### src/hdl/dls_pkg.sv
// dls_pkg: shared types and constants of the Datalog token scanner.
// Holds scan mode codes, token kind codes, character codes and keyword text.
// No dependencies.
package dls_pkg;

  // Scan mode, one-hot
  typedef enum logic [8:0] {
    MODE_IDLE  = 9'b000000001,
    MODE_COLON = 9'b000000010,
    MODE_STR   = 9'b000000100,
    MODE_STRQ  = 9'b000001000,
    MODE_HASH  = 9'b000010000,
    MODE_LCOM  = 9'b000100000,
    MODE_BCOM  = 9'b001000000,
    MODE_BBAR  = 9'b010000000,
    MODE_ID    = 9'b100000000
  } mode_t;

  // Token kinds
  localparam int unsigned KIND_W = 5;
  localparam logic [KIND_W-1:0] KIND_COMMA     = 5'd0;
  localparam logic [KIND_W-1:0] KIND_COLON     = 5'd7;
  localparam logic [KIND_W-1:0] KIND_COLONDASH = 5'd8;
  localparam logic [KIND_W-1:0] KIND_STRING    = 5'd9;
  localparam logic [KIND_W-1:0] KIND_KW0       = 5'd10;
  localparam logic [KIND_W-1:0] KIND_ID        = 5'd14;
  localparam logic [KIND_W-1:0] KIND_UNDEF     = 5'd15;
  localparam logic [KIND_W-1:0] KIND_EOF       = 5'd16;

  // Character codes
  localparam logic [7:0] CH_EOT   = 8'h00;
  localparam logic [7:0] CH_TAB   = 8'h09;
  localparam logic [7:0] CH_NL    = 8'h0A;
  localparam logic [7:0] CH_VT    = 8'h0B;
  localparam logic [7:0] CH_FF    = 8'h0C;
  localparam logic [7:0] CH_CR    = 8'h0D;
  localparam logic [7:0] CH_SPACE = 8'h20;
  localparam logic [7:0] CH_QUOTE = 8'h27;
  localparam logic [7:0] CH_HASH  = 8'h23;
  localparam logic [7:0] CH_BAR   = 8'h7C;
  localparam logic [7:0] CH_COLON = 8'h3A;
  localparam logic [7:0] CH_DASH  = 8'h2D;

  // Valid flags of the two result slots produced for one character
  typedef struct packed {
    logic first;
    logic second;
  } push_t;

  // Keyword text, first character in the top byte, zero padded to 7 bytes
  function automatic logic [55:0] kw_text(input logic [1:0] k);
    logic [55:0] t;
    case (k)
      2'd0:    t = "Schemes";
      2'd1:    t = {"Facts", 16'h0};
      2'd2:    t = {"Rules", 16'h0};
      2'd3:    t = "Queries";
      default: t = '0;
    endcase
    return t;
  endfunction

  function automatic logic [2:0] kw_len(input logic [1:0] k);
    logic [2:0] n;
    case (k)
      2'd0:    n = 3'd7;
      2'd1:    n = 3'd5;
      2'd2:    n = 3'd5;
      2'd3:    n = 3'd7;
      default: n = 3'd0;
    endcase
    return n;
  endfunction

  function automatic logic [7:0] kw_char(input logic [1:0] k, input logic [2:0] pos);
    logic [55:0] t;
    logic [7:0]  c;
    t = kw_text(k);
    c = (pos < 3'd7) ? t[8*(6 - int'(pos)) +: 8] : 8'h00;
    return c;
  endfunction

  // Single-character symbol tokens: , . ? ( ) * +
  function automatic logic [3:0] sym_code(input logic [7:0] c);
    logic [3:0] r;  // {hit, index}
    case (c)
      8'h2C:   r = 4'b1000;
      8'h2E:   r = 4'b1001;
      8'h3F:   r = 4'b1010;
      8'h28:   r = 4'b1011;
      8'h29:   r = 4'b1100;
      8'h2A:   r = 4'b1101;
      8'h2B:   r = 4'b1110;
      default: r = 4'b0000;
    endcase
    return r;
  endfunction

endpackage

### src/hdl/dls_core.sv
// dls_core: scan mode, line and token bookkeeping of the token scanner.
// Turns one character into up to two packed tokens combinationally.
// Depends on dls_pkg.
module dls_core #(
  parameter int unsigned LINE_BITS   = 16,
  parameter int unsigned LENGTH_BITS = 12,
  parameter int unsigned ENTRY_W     = 1 + dls_pkg::KIND_W + LINE_BITS + LENGTH_BITS
) (
  input  logic               clk,
  input  logic               rst,
  input  logic               accept,
  input  logic [7:0]         ch,
  output dls_pkg::push_t     push,
  output logic [ENTRY_W-1:0] tok0,
  output logic [ENTRY_W-1:0] tok1
);

  localparam logic [LINE_BITS-1:0]   LINE_ONE = LINE_BITS'(1);
  localparam logic [LINE_BITS-1:0]   LINE_MAX = {LINE_BITS{1'b1}};
  localparam logic [LENGTH_BITS-1:0] LEN_MAX  = {LENGTH_BITS{1'b1}};

  dls_pkg::mode_t          mode, mode_next;
  logic [LINE_BITS-1:0]    line, line_next;
  logic [LINE_BITS-1:0]    tsl, tsl_next;
  logic [LENGTH_BITS-1:0]  len, len_next;
  logic [3:0]              kw, kw_next;

  logic [LINE_BITS-1:0]    line_sat;
  logic [LENGTH_BITS-1:0]  len_sat;
  logic                    is_alpha, is_digit, is_ws;
  logic [3:0]              sym;
  logic [dls_pkg::KIND_W-1:0] id_kind;

  logic                       do_idle;
  logic                       pend_v, idle_v;
  logic [dls_pkg::KIND_W-1:0] pend_kind, idle_kind;
  logic [LINE_BITS-1:0]       pend_line, idle_line;
  logic [LENGTH_BITS-1:0]     pend_len, idle_len;

  // Clear keyword bits that the next identifier character rules out
  function automatic logic [3:0] kw_step(input logic [3:0] m,
                                         input logic [LENGTH_BITS-1:0] l,
                                         input logic [7:0] c);
    logic [3:0] r;
    r = m;
    for (int k = 0; k < 4; k++) begin
      if (l >= LENGTH_BITS'(dls_pkg::kw_len(2'(k))) ||
          dls_pkg::kw_char(2'(k), l[2:0]) != c) begin
        r[k] = 1'b0;
      end
    end
    return r;
  endfunction

  // Character classes and saturating counters
  assign is_alpha = (ch >= "A" && ch <= "Z") || (ch >= "a" && ch <= "z");
  assign is_digit = (ch >= "0" && ch <= "9");
  assign is_ws    = (ch == dls_pkg::CH_SPACE) || (ch == dls_pkg::CH_TAB) ||
                    (ch == dls_pkg::CH_VT) || (ch == dls_pkg::CH_FF) ||
                    (ch == dls_pkg::CH_CR);
  assign sym      = dls_pkg::sym_code(ch);
  assign line_sat = (line == LINE_MAX) ? line : line + LINE_ONE;
  assign len_sat  = (len == LEN_MAX) ? len : len + LENGTH_BITS'(1);

  // Finished identifier: keyword if a surviving keyword has the same length
  always_comb begin
    id_kind = dls_pkg::KIND_ID;
    for (int k = 3; k >= 0; k--) begin
      if (kw[k] && len == LENGTH_BITS'(dls_pkg::kw_len(2'(k)))) begin
        id_kind = dls_pkg::KIND_KW0 + dls_pkg::KIND_W'(k);
      end
    end
  end

  // Next state and token slots
  always_comb begin
    mode_next = mode;
    line_next = line;
    tsl_next  = tsl;
    len_next  = len;
    kw_next   = kw;
    do_idle   = 1'b0;
    pend_v    = 1'b0;
    pend_kind = dls_pkg::KIND_ID;
    pend_line = tsl;
    pend_len  = len;
    idle_v    = 1'b0;
    idle_kind = dls_pkg::KIND_UNDEF;
    idle_line = line;
    idle_len  = LENGTH_BITS'(1);

    if (ch == dls_pkg::CH_EOT) begin
      // End of text: flush pending token, then eof
      case (mode)
        dls_pkg::MODE_COLON: begin
          pend_v    = 1'b1;
          pend_kind = dls_pkg::KIND_COLON;
        end
        dls_pkg::MODE_STR: begin
          pend_v    = 1'b1;
          pend_kind = dls_pkg::KIND_UNDEF;
        end
        dls_pkg::MODE_STRQ: begin
          pend_v    = 1'b1;
          pend_kind = dls_pkg::KIND_STRING;
        end
        dls_pkg::MODE_ID: begin
          pend_v    = 1'b1;
          pend_kind = id_kind;
        end
        default: ;
      endcase
      idle_v    = 1'b1;
      idle_kind = dls_pkg::KIND_EOF;
      idle_len  = '0;
      mode_next = dls_pkg::MODE_IDLE;
      line_next = LINE_ONE;
      tsl_next  = LINE_ONE;
      len_next  = '0;
      kw_next   = 4'hF;
    end else begin
      case (mode)
        dls_pkg::MODE_COLON: begin
          pend_v = 1'b1;
          if (ch == dls_pkg::CH_DASH) begin
            pend_kind = dls_pkg::KIND_COLONDASH;
            pend_len  = LENGTH_BITS'(2);
            mode_next = dls_pkg::MODE_IDLE;
          end else begin
            pend_kind = dls_pkg::KIND_COLON;
            do_idle   = 1'b1;
          end
        end
        dls_pkg::MODE_STR: begin
          len_next = len_sat;
          if (ch == dls_pkg::CH_NL) begin
            line_next = line_sat;
          end else if (ch == dls_pkg::CH_QUOTE) begin
            mode_next = dls_pkg::MODE_STRQ;
          end
        end
        dls_pkg::MODE_STRQ: begin
          if (ch == dls_pkg::CH_QUOTE) begin
            len_next  = len_sat;
            mode_next = dls_pkg::MODE_STR;
          end else begin
            pend_v    = 1'b1;
            pend_kind = dls_pkg::KIND_STRING;
            do_idle   = 1'b1;
          end
        end
        dls_pkg::MODE_HASH: begin
          if (ch == dls_pkg::CH_BAR) begin
            mode_next = dls_pkg::MODE_BCOM;
          end else if (ch == dls_pkg::CH_NL) begin
            line_next = line_sat;
            mode_next = dls_pkg::MODE_IDLE;
          end else begin
            mode_next = dls_pkg::MODE_LCOM;
          end
        end
        dls_pkg::MODE_LCOM: begin
          if (ch == dls_pkg::CH_NL) begin
            line_next = line_sat;
            mode_next = dls_pkg::MODE_IDLE;
          end
        end
        dls_pkg::MODE_BCOM: begin
          if (ch == dls_pkg::CH_NL) begin
            line_next = line_sat;
          end else if (ch == dls_pkg::CH_BAR) begin
            mode_next = dls_pkg::MODE_BBAR;
          end
        end
        dls_pkg::MODE_BBAR: begin
          if (ch == dls_pkg::CH_HASH) begin
            mode_next = dls_pkg::MODE_IDLE;
          end else if (ch != dls_pkg::CH_BAR) begin
            if (ch == dls_pkg::CH_NL) line_next = line_sat;
            mode_next = dls_pkg::MODE_BCOM;
          end
        end
        dls_pkg::MODE_ID: begin
          if (is_alpha || is_digit) begin
            kw_next  = kw_step(kw, len, ch);
            len_next = len_sat;
          end else begin
            pend_v    = 1'b1;
            pend_kind = id_kind;
            do_idle   = 1'b1;
          end
        end
        default: do_idle = 1'b1;
      endcase

      // Scan the character from the idle mode
      if (do_idle) begin
        mode_next = dls_pkg::MODE_IDLE;
        if (ch == dls_pkg::CH_NL) begin
          line_next = line_sat;
        end else if (is_ws) begin
          // skipped
        end else if (sym[3]) begin
          idle_v    = 1'b1;
          idle_kind = dls_pkg::KIND_COMMA + dls_pkg::KIND_W'(sym[2:0]);
        end else if (ch == dls_pkg::CH_COLON) begin
          mode_next = dls_pkg::MODE_COLON;
          tsl_next  = line;
          len_next  = LENGTH_BITS'(1);
        end else if (ch == dls_pkg::CH_QUOTE) begin
          mode_next = dls_pkg::MODE_STR;
          tsl_next  = line;
          len_next  = LENGTH_BITS'(1);
        end else if (ch == dls_pkg::CH_HASH) begin
          mode_next = dls_pkg::MODE_HASH;
        end else if (is_alpha) begin
          mode_next = dls_pkg::MODE_ID;
          tsl_next  = line;
          kw_next   = kw_step(4'hF, '0, ch);
          len_next  = LENGTH_BITS'(1);
        end else begin
          idle_v    = 1'b1;
          idle_kind = dls_pkg::KIND_UNDEF;
        end
      end
    end
  end

  // Compact the two slots: pending token first, last mark on the final one
  always_comb begin
    push.first  = pend_v | idle_v;
    push.second = pend_v & idle_v;
    tok0 = pend_v ? {!idle_v, pend_len, pend_line, pend_kind}
                  : {1'b1, idle_len, idle_line, idle_kind};
    tok1 = {1'b1, idle_len, idle_line, idle_kind};
  end

  // Scanner state
  always_ff @(posedge clk) begin
    if (rst) begin
      mode <= dls_pkg::MODE_IDLE;
      line <= LINE_ONE;
      tsl  <= LINE_ONE;
      len  <= '0;
      kw   <= 4'hF;
    end else if (accept) begin
      mode <= mode_next;
      line <= line_next;
      tsl  <= tsl_next;
      len  <= len_next;
      kw   <= kw_next;
    end
  end

endmodule

### src/hdl/dls_queue.sv
// dls_queue: three-entry result queue between the scanner and the output.
// Takes up to two tokens per cycle, hands out one per transfer.
// Depends on dls_pkg.
module dls_queue #(
  parameter int unsigned W = 34
) (
  input  logic           clk,
  input  logic           rst,
  input  dls_pkg::push_t push,
  input  logic [W-1:0]   d0,
  input  logic [W-1:0]   d1,
  input  logic           pop,
  output logic [W-1:0]   head,
  output logic           valid,
  output logic           ready
);

  localparam int unsigned DEPTH = 3;

  logic [W-1:0] entry [DEPTH];
  logic [W-1:0] shifted [DEPTH];
  logic [1:0]   cnt, cnt_next;
  logic [1:0]   base;

  // Entries after a pop
  genvar g;
  for (g = 0; g < DEPTH; g++) begin : g_shift
    if (g < DEPTH - 1) begin : g_mid
      assign shifted[g] = pop ? entry[g+1] : entry[g];
    end else begin : g_end
      assign shifted[g] = entry[g];
    end
  end

  assign base     = cnt - {1'b0, pop};
  assign cnt_next = base + {1'b0, push.first} + {1'b0, push.second};
  assign head     = entry[0];
  assign valid    = (cnt != 2'd0);
  assign ready    = (cnt <= 2'd1);

  // Occupancy
  always_ff @(posedge clk) begin
    if (rst) begin
      cnt <= '0;
    end else begin
      cnt <= cnt_next;
    end
  end

  // Payload: shift on pop, new tokens land behind the survivors
  always_ff @(posedge clk) begin
    for (int i = 0; i < DEPTH; i++) begin
      if (push.first && 2'(i) == base) begin
        entry[i] <= d0;
      end else if (push.second && 2'(i) == base + 2'd1) begin
        entry[i] <= d1;
      end else begin
        entry[i] <= shifted[i];
      end
    end
  end

endmodule

### src/hdl/datalog_token_scanner.sv
// Datalog token scanner: one character per transfer in, tokens out.
// A token is written into the result queue registers when the character that ends it is accepted.
// Throughput: one character per cycle while s_tready is high; a character that closes
// a pending token and also makes one of its own yields two tokens, handed out one per
// transfer from a three-entry result queue, so the input pauses after such a character.
// Reset (rst, synchronous): idle mode, line 1, queue empty.
module datalog_token_scanner #(
  parameter int unsigned LINE_BITS   = 16,
  parameter int unsigned LENGTH_BITS = 12
) (
  input  logic       clk,
  input  logic       rst,
  input  logic       s_tvalid,
  output logic       s_tready,
  input  logic [7:0] s_tdata,   // [7:0] ch
  output logic       m_tvalid,
  input  logic       m_tready,
  // token_kind, start_line, token_length from bit 0 up, zero filled to bytes
  output logic [((dls_pkg::KIND_W + LINE_BITS + LENGTH_BITS + 7) / 8) * 8 - 1:0] m_tdata,
  output logic       m_tlast    // last_of_item
);

  localparam int unsigned BODY_W  = dls_pkg::KIND_W + LINE_BITS + LENGTH_BITS;
  localparam int unsigned ENTRY_W = 1 + BODY_W;
  localparam int unsigned TDATA_W = ((BODY_W + 7) / 8) * 8;

  dls_pkg::push_t     push, push_acc;
  logic [ENTRY_W-1:0] tok0, tok1, head;
  logic               accept;

  assign accept = s_tvalid & s_tready;

  // Tokens only enter the queue on an accepted character
  assign push_acc.first  = push.first & accept;
  assign push_acc.second = push.second & accept;

  dls_core #(
    .LINE_BITS   (LINE_BITS),
    .LENGTH_BITS (LENGTH_BITS),
    .ENTRY_W     (ENTRY_W)
  ) u_core (
    .clk    (clk),
    .rst    (rst),
    .accept (accept),
    .ch     (s_tdata),
    .push   (push),
    .tok0   (tok0),
    .tok1   (tok1)
  );

  dls_queue #(
    .W (ENTRY_W)
  ) u_queue (
    .clk   (clk),
    .rst   (rst),
    .push  (push_acc),
    .d0    (tok0),
    .d1    (tok1),
    .pop   (m_tvalid & m_tready),
    .head  (head),
    .valid (m_tvalid),
    .ready (s_tready)
  );

  // Output packing
  assign m_tdata = TDATA_W'(head[BODY_W-1:0]);
  assign m_tlast = head[ENTRY_W-1];

endmodule

### config.mk
export PLATFORM = sky130hd
export DESIGN_NAME = datalog_token_scanner
export DESIGN_NICKNAME = d
export VERILOG_FILES = /design/src/hdl/dls_pkg.sv /design/src/hdl/dls_core.sv /design/src/hdl/dls_queue.sv /design/src/hdl/datalog_token_scanner.sv
export SDC_FILE = /design/constraint.sdc
export NUM_CORES = 1
export LEC_CHECK = 0
export BUFFER_PORTS_ARGS = -buffer_cell sky130_fd_sc_hd__buf_2
export CAP_MARGIN = 10
export CORE_AREA = 2 2 137 139
export CTS_BUF_LIST = sky130_fd_sc_hd__clkbuf_4 sky130_fd_sc_hd__clkbuf_8
export CTS_CLUSTER_DIAMETER = 100
export CTS_CLUSTER_SIZE = 8
export DETAILED_ROUTE_END_ITERATION = 6
export DIE_AREA = 0 0 139 141
export GPL_TIMING_DRIVEN = 0
export PLACE_DENSITY_LB_ADDON = 0.08
export SYNTH_ARGS = -nofsm -noshare
export SYNTH_HDL_FRONTEND = slang
export SYNTH_SLANG_ARGS = --single-unit
### constraint.sdc
create_clock -name clk -period 5.12 [get_ports clk]
set_input_delay 0.512 -clock clk [delete_from_list [all_inputs] [get_ports clk]]
set_output_delay 0.512 -clock clk [all_outputs]
set_load 0.01 [all_outputs]
Word level (Yosys, flattened, before mapping)
Memories as Yosys holds them, arrays and structs flattened.
Index checks and enable logic that the tools add are counted.
{"block": "word_totals", "reg_bits": 59, "ram_bits": 102, "in_bits": 12, "out_inout_bits": 43, "wordCells": 354, "mem_count": 1}
{"block": "classes", "add_sub_neg": 7, "order_cmp": 12, "eq_ne": 55, "shifts": 4, "n_mux": 217, "bitwise_logic": 12, "n_reduce_logical": 40}
{"memory": "u_queue.entry", "words": 3, "width": 34, "read_ports": 3, "rd_ports_with_merged_regs": 0, "wr": 3, "line": "dls_queue.sv:20", "text": "logic [W-1:0] entry [DEPTH];"}
{"cell": "$mux W56", "count": 48}
{"cell": "$mux W34", "count": 9}
{"cell": "$mux W16", "count": 17}
{"cell": "$shiftx A56 B32 Y8", "count": 4}
{"cell": "$mux W12", "count": 15}
{"cell": "$mux W9", "count": 19}
{"cell": "$eq A8 B6 Y1 const B", "count": 12}
{"cell": "$mux W3", "count": 28}
{"cell": "$ne A8 B8 Y1", "count": 8}
{"cell": "$pmux W9 S7", "count": 1}
{"cell": "$mux W4", "count": 13}
{"cell": "$mux W1", "count": 48}
{"cell": "$pmux W16 S3", "count": 1}
{"cell": "$eq A8 B4 Y1 const B", "count": 5}
{"cell": "$pmux W12 S3", "count": 1}
{"cell": "$mux W8", "count": 4}
{"cell": "$pmux W4 S7", "count": 1}
{"cell": "$mux W5", "count": 5}
{"cell": "$eq A12 B3 Y1 const B", "count": 2}
{"cell": "$ge A12 B3 Y1", "count": 2}
{"cell": "$ne A4 B1 Y1 const B", "count": 6}
{"cell": "$add A16 B1 Y16 const B", "count": 1}
{"cell": "$eq A16 B16 Y1 const B", "count": 1}
{"cell": "$ge A8 B7 Y1 const B", "count": 2}
{"cell": "other kinds (49)", "count": 94}

Logic depth before layout (Yosys ltp)
{"block": "logic_depth", "ltp_word": 24, "depth_mapped": 13, "ltp_nobuf": 11}

By module
Synthesis repeated with hierarchy kept, for this count alone.
{"block": "unflattened", "hier_cells": 1059, "hier_area_um2": 10490.1}
{"mod": "dls_core", "n_inst": 1, "cells_per_inst": 722, "area_per_inst_um2": 5267.6, "seq_area_each_um2": 1141.1}
{"mod": "dls_queue", "n_inst": 1, "cells_per_inst": 325, "area_per_inst_um2": 5141.2, "seq_area_each_um2": 3103.0}
{"mod": "datalog_token_scanner", "n_inst": 1, "cells_per_inst": 12, "area_per_inst_um2": 81.3, "seq_area_each_um2": 0.0}

Least setup slack after synthesis
No wires, ideal clock.
{"block": "synth_timing", "path_type": "input port to flip-flop", "from": "input s_tdata[4]", "to": "memory u_queue.entry[0][0] (enable)", "setup_ns": 0.491, "arrival_time_ns": 3.569, "t_required_ns": 4.629, "setup_slack_ns": 1.060, "cell_stages": 11, "path_buffers": 4, "path_cell_list": "buf_2 -> or4b_4 -> or4b_4 -> a32o_2 -> a211o_1 -> buf_6 -> o2111ai_4 -> and2_1 -> buf_4 -> buf_6 -> nand2_1"}
{"element": "start: declaration", "line": "datalog_token_scanner.sv:15", "text": "input logic [7:0] s_tdata,"}
{"element": "end: declaration", "line": "dls_queue.sv:20"}

==> summary.md <==
The run finished with clean final reports. The cell sitting at the root of the clock tree is a clkbuf_8. The run gives 0 as the buffers inserted during post-CTS setup optimization.

Gates resized during post-CTS repair numbered 0. The post-synthesis cell area was 9847 sq um; the global-route congestion overflow total was 0. The number of flops mapped to enable cells by yosys is 102. After layout, the design draws a total of 3.967 mW. The largest net degree at the start of global routing was 35. The count of cell types in the netlist came out at 95. The logs give 55 for the top-level I/O count and 19600 sq um for the full die area. Number of antenna violations at the first check in global routing: 0. At the end of routability-driven placement, the weighted congestion stood at 0.9418. The first-pass GRT wire length came out at 43330 um. At the worst endpoint, the arrival time is 4.45 ns. For this design the static power due to leakage is 3.856 nW. The largest fanout on the critical path works out to 22. TritonCTS built the clock tree. The area growth from synthesis to layout is 10.08%. VDD sags by at most 0.3669 mV. The library cells used most frequently in the layout, excluding fill and tap cells, are edfxtp_1, nand2_1, o21ai_0. Predominant post-synthesis flop cell: edfxtp_1.

In the final layout, the share of cells above drive strength 1 is 15.05%. Synthesis produced 1028 cells. The worst setup path is of the flop to flop kind. The number of clock sinks came out at 161. Counting flops and latches in the post-synthesis netlist gives 161. From bottom edge to top edge, the die measures 141 um. No sink is reached through more buffers than the 2 on the longest clock path.

Of all flip-flops after synthesis, the portion carrying an async set or reset was 0%. The tools report the final antenna diode count as 0. Before antenna repair, the detailed router went through 6 iterations. The count of pins over their slew limit is 0, and the H-tree depth is 4. Kind of end point of the critical path: a flop.

The required time of the critical path came out at 5.31 ns. Clock-pin slew was measured on the worst setup and hold paths at 0.09 ns. The x dimension of the die works out to 139 um. After clock tree synthesis, the flow added hold-fix buffers numbering 0. The number of synthesis warnings is 0.

Placeable core area: 18270 sq um. The part of the Yosys area used for sequential elements is 43.10%. After routing, the total negative slack on setup checks comes to 0 ns. In the global route stage, overall resource usage came out at 28.03%. After detailed routing, the average wire length per cell comes to 20.47 um. The post-route clock skew is 0.01491 ns. The floorplan has 50 rows. Once the floorplan was initialized, standard cells occupied 53.90% of the core.

Across the run, the number of max-cap violations was 0. The mean post-synth cell area works out to 9.579 sq um. The worst path needs 4.257 ns of the cycle, external delays included.

Worst-margin pin slew: 1.203 ns. For the number of global-route vias before repair, the log shows 7819. Using the TritonRoute via totals, the vias-per-cell ratio works out to 6.424. The tightest hold path in the finished design has a slack of 0.5036 ns. Setup repair after global routing left no endpoint under its margin. The setup violation total in the final timing report came out at 0.

For this block, the routed nets add up to 27520 um of wire. The clock network latency to the later pin of the worst-skew pair is 0.48 ns. In this run, CTS created clock tree buffers numbering 17.

After layout, the worst path uses 83.14% of the clock period. The worst pin sits at a relative slew slack of 17.72%. In the routed design, unresolved DRC markers number 0.

The finished layout cell area is 10840 sq um, and the final design utilization is 59.34%. Placed wire-length estimate after detailed placement: 20400 um. The first routing iteration left 722 violations. The placed instances occupy a cell area of 10430 sq um.

The count of nets left with antenna violations once routing finished came out at 0. STA classifies the critical path startpoint as a flop. The library cell used most frequently in the layout, excluding fill and tap cells, is edfxtp_1. Derived from the worst setup path, the maximum achievable clock frequency is 234.9 MHz.

The total number of nets in the final design is 1119. Count of port buffers added during placement: 42. The power per cell area works out to 366.0 nW/um^2. Class of the tightest hold or removal check: flop to flop. For the final hold violation count, the log shows 0. The routed layout has 8634 vias.
==> worst max-delay path: stages (launching register included) <==
cell and delay, ns:
dfxtp_1 0.30, buf_2 0.16, or4_1 0.57, buf_2 0.21, nor4_4 0.41, a32oi_1 0.23, a31oi_4 0.44, o2111ai_4 0.31
and2_1 0.26, buf_4 0.16, buf_6 0.14, nand2_1 0.49, buf_16 0.25
==> through the flow <==
| stage | cells | setup WS [ns] |
|---|---|---|
| after CTS | 1344 | 0.8910 |
| after floorplan | 1034 | 1.060 |
| final | 1344 | 0.8630 |
| after global routing | 1344 | 0.6967 |
| after global placement | 1310 | 0.2700 |
| after detailed placement | 1312 | 0.6627 |
==> area by class of cell <==
class,instances,area (sq um)
sequential,161,4244
buffer,97,469.2
clock inverter,15,177.7
multi-input combinational,756,5081
timing repair buffer,44,265.3
inverter,20,75.07
fill,1623,7428
clock buffer,17,234.0
tap,234,292.8
==> flip-flops by register name, summed over array words and instances, names as in the netlist <==
signal / count
u_core.pend_line: 16
u_queue.cnt: 2
u_core.kw: 4
u_core.idle_line: 16
u_queue.entry: 102
u_core.len: 12
u_core.mode: 9
==> where the power goes <==
part           leakage [nW]  switching [mW]  internal, mW
registers              1.41          0.0683          1.79
clock network         0.213           0.529         0.450
logic                  2.23           0.675         0.459
total                  3.86            1.27          2.69
==> kinds of logic after synthesis <==
kind of cell	share of synthesized area (%)
adders and majority gates	1.347
DFF	43.10
other	0.03808
muxes	3.481
AOI/OAI and AO/OA	22.11
xor gates and xnor gates	2.224
buffers and inverters	5.527
and+or+nand+nor	22.17
==> Yosys cell counts, types with 12 or more instances <==
master	count	area, sq um
a22o_1	25	219.0
mux2i_1	14	140.1
a21oi_1	45	225.2
nor4_1	14	87.58
xnor2_1	14	122.6
edfxtp_1	102	3063
a221o_1	33	330.3
nand2_1	88	330.3
buf_2	18	90.09
mux2_2	18	202.7
o21ai_0	61	305.3
nor2_1	56	210.2
and3_1	47	294.0
inv_1	19	71.32
nor2b_1	12	75.07
nor3_1	35	175.2
nand4_1	28	175.2
and2_1	19	118.9
clkbuf_1	54	202.7
nand3_1	25	125.1
dfxtp_1	59	1181
==> per-layer routing <==
metal	up-vias	wire (um)	GRT usage, %
li1	4108	-	-
met1	4128	12590	40.34
met2	352	12560	44.18
met3	46	1888	4.450
met4	0	475	7.815
met5	-	0	0
==> final timing paths <==
path | from | endpoint | slack (ns) | cells after the start
worst max-delay path | u_core.mode[4] | u_queue.entry[0][14] | 0.86 | 12
worst min-delay path | u_core.pend_line[5] | u_core.pend_line[5] | 0.50 | 2
worst max register to register | u_core.mode[4] | u_queue.entry[0][14] | 0.86 | 12
worst min register to register | u_core.pend_line[5] | u_core.pend_line[5] | 0.50 | 2
No activity file was read; power rests on OpenSTA's default activity.
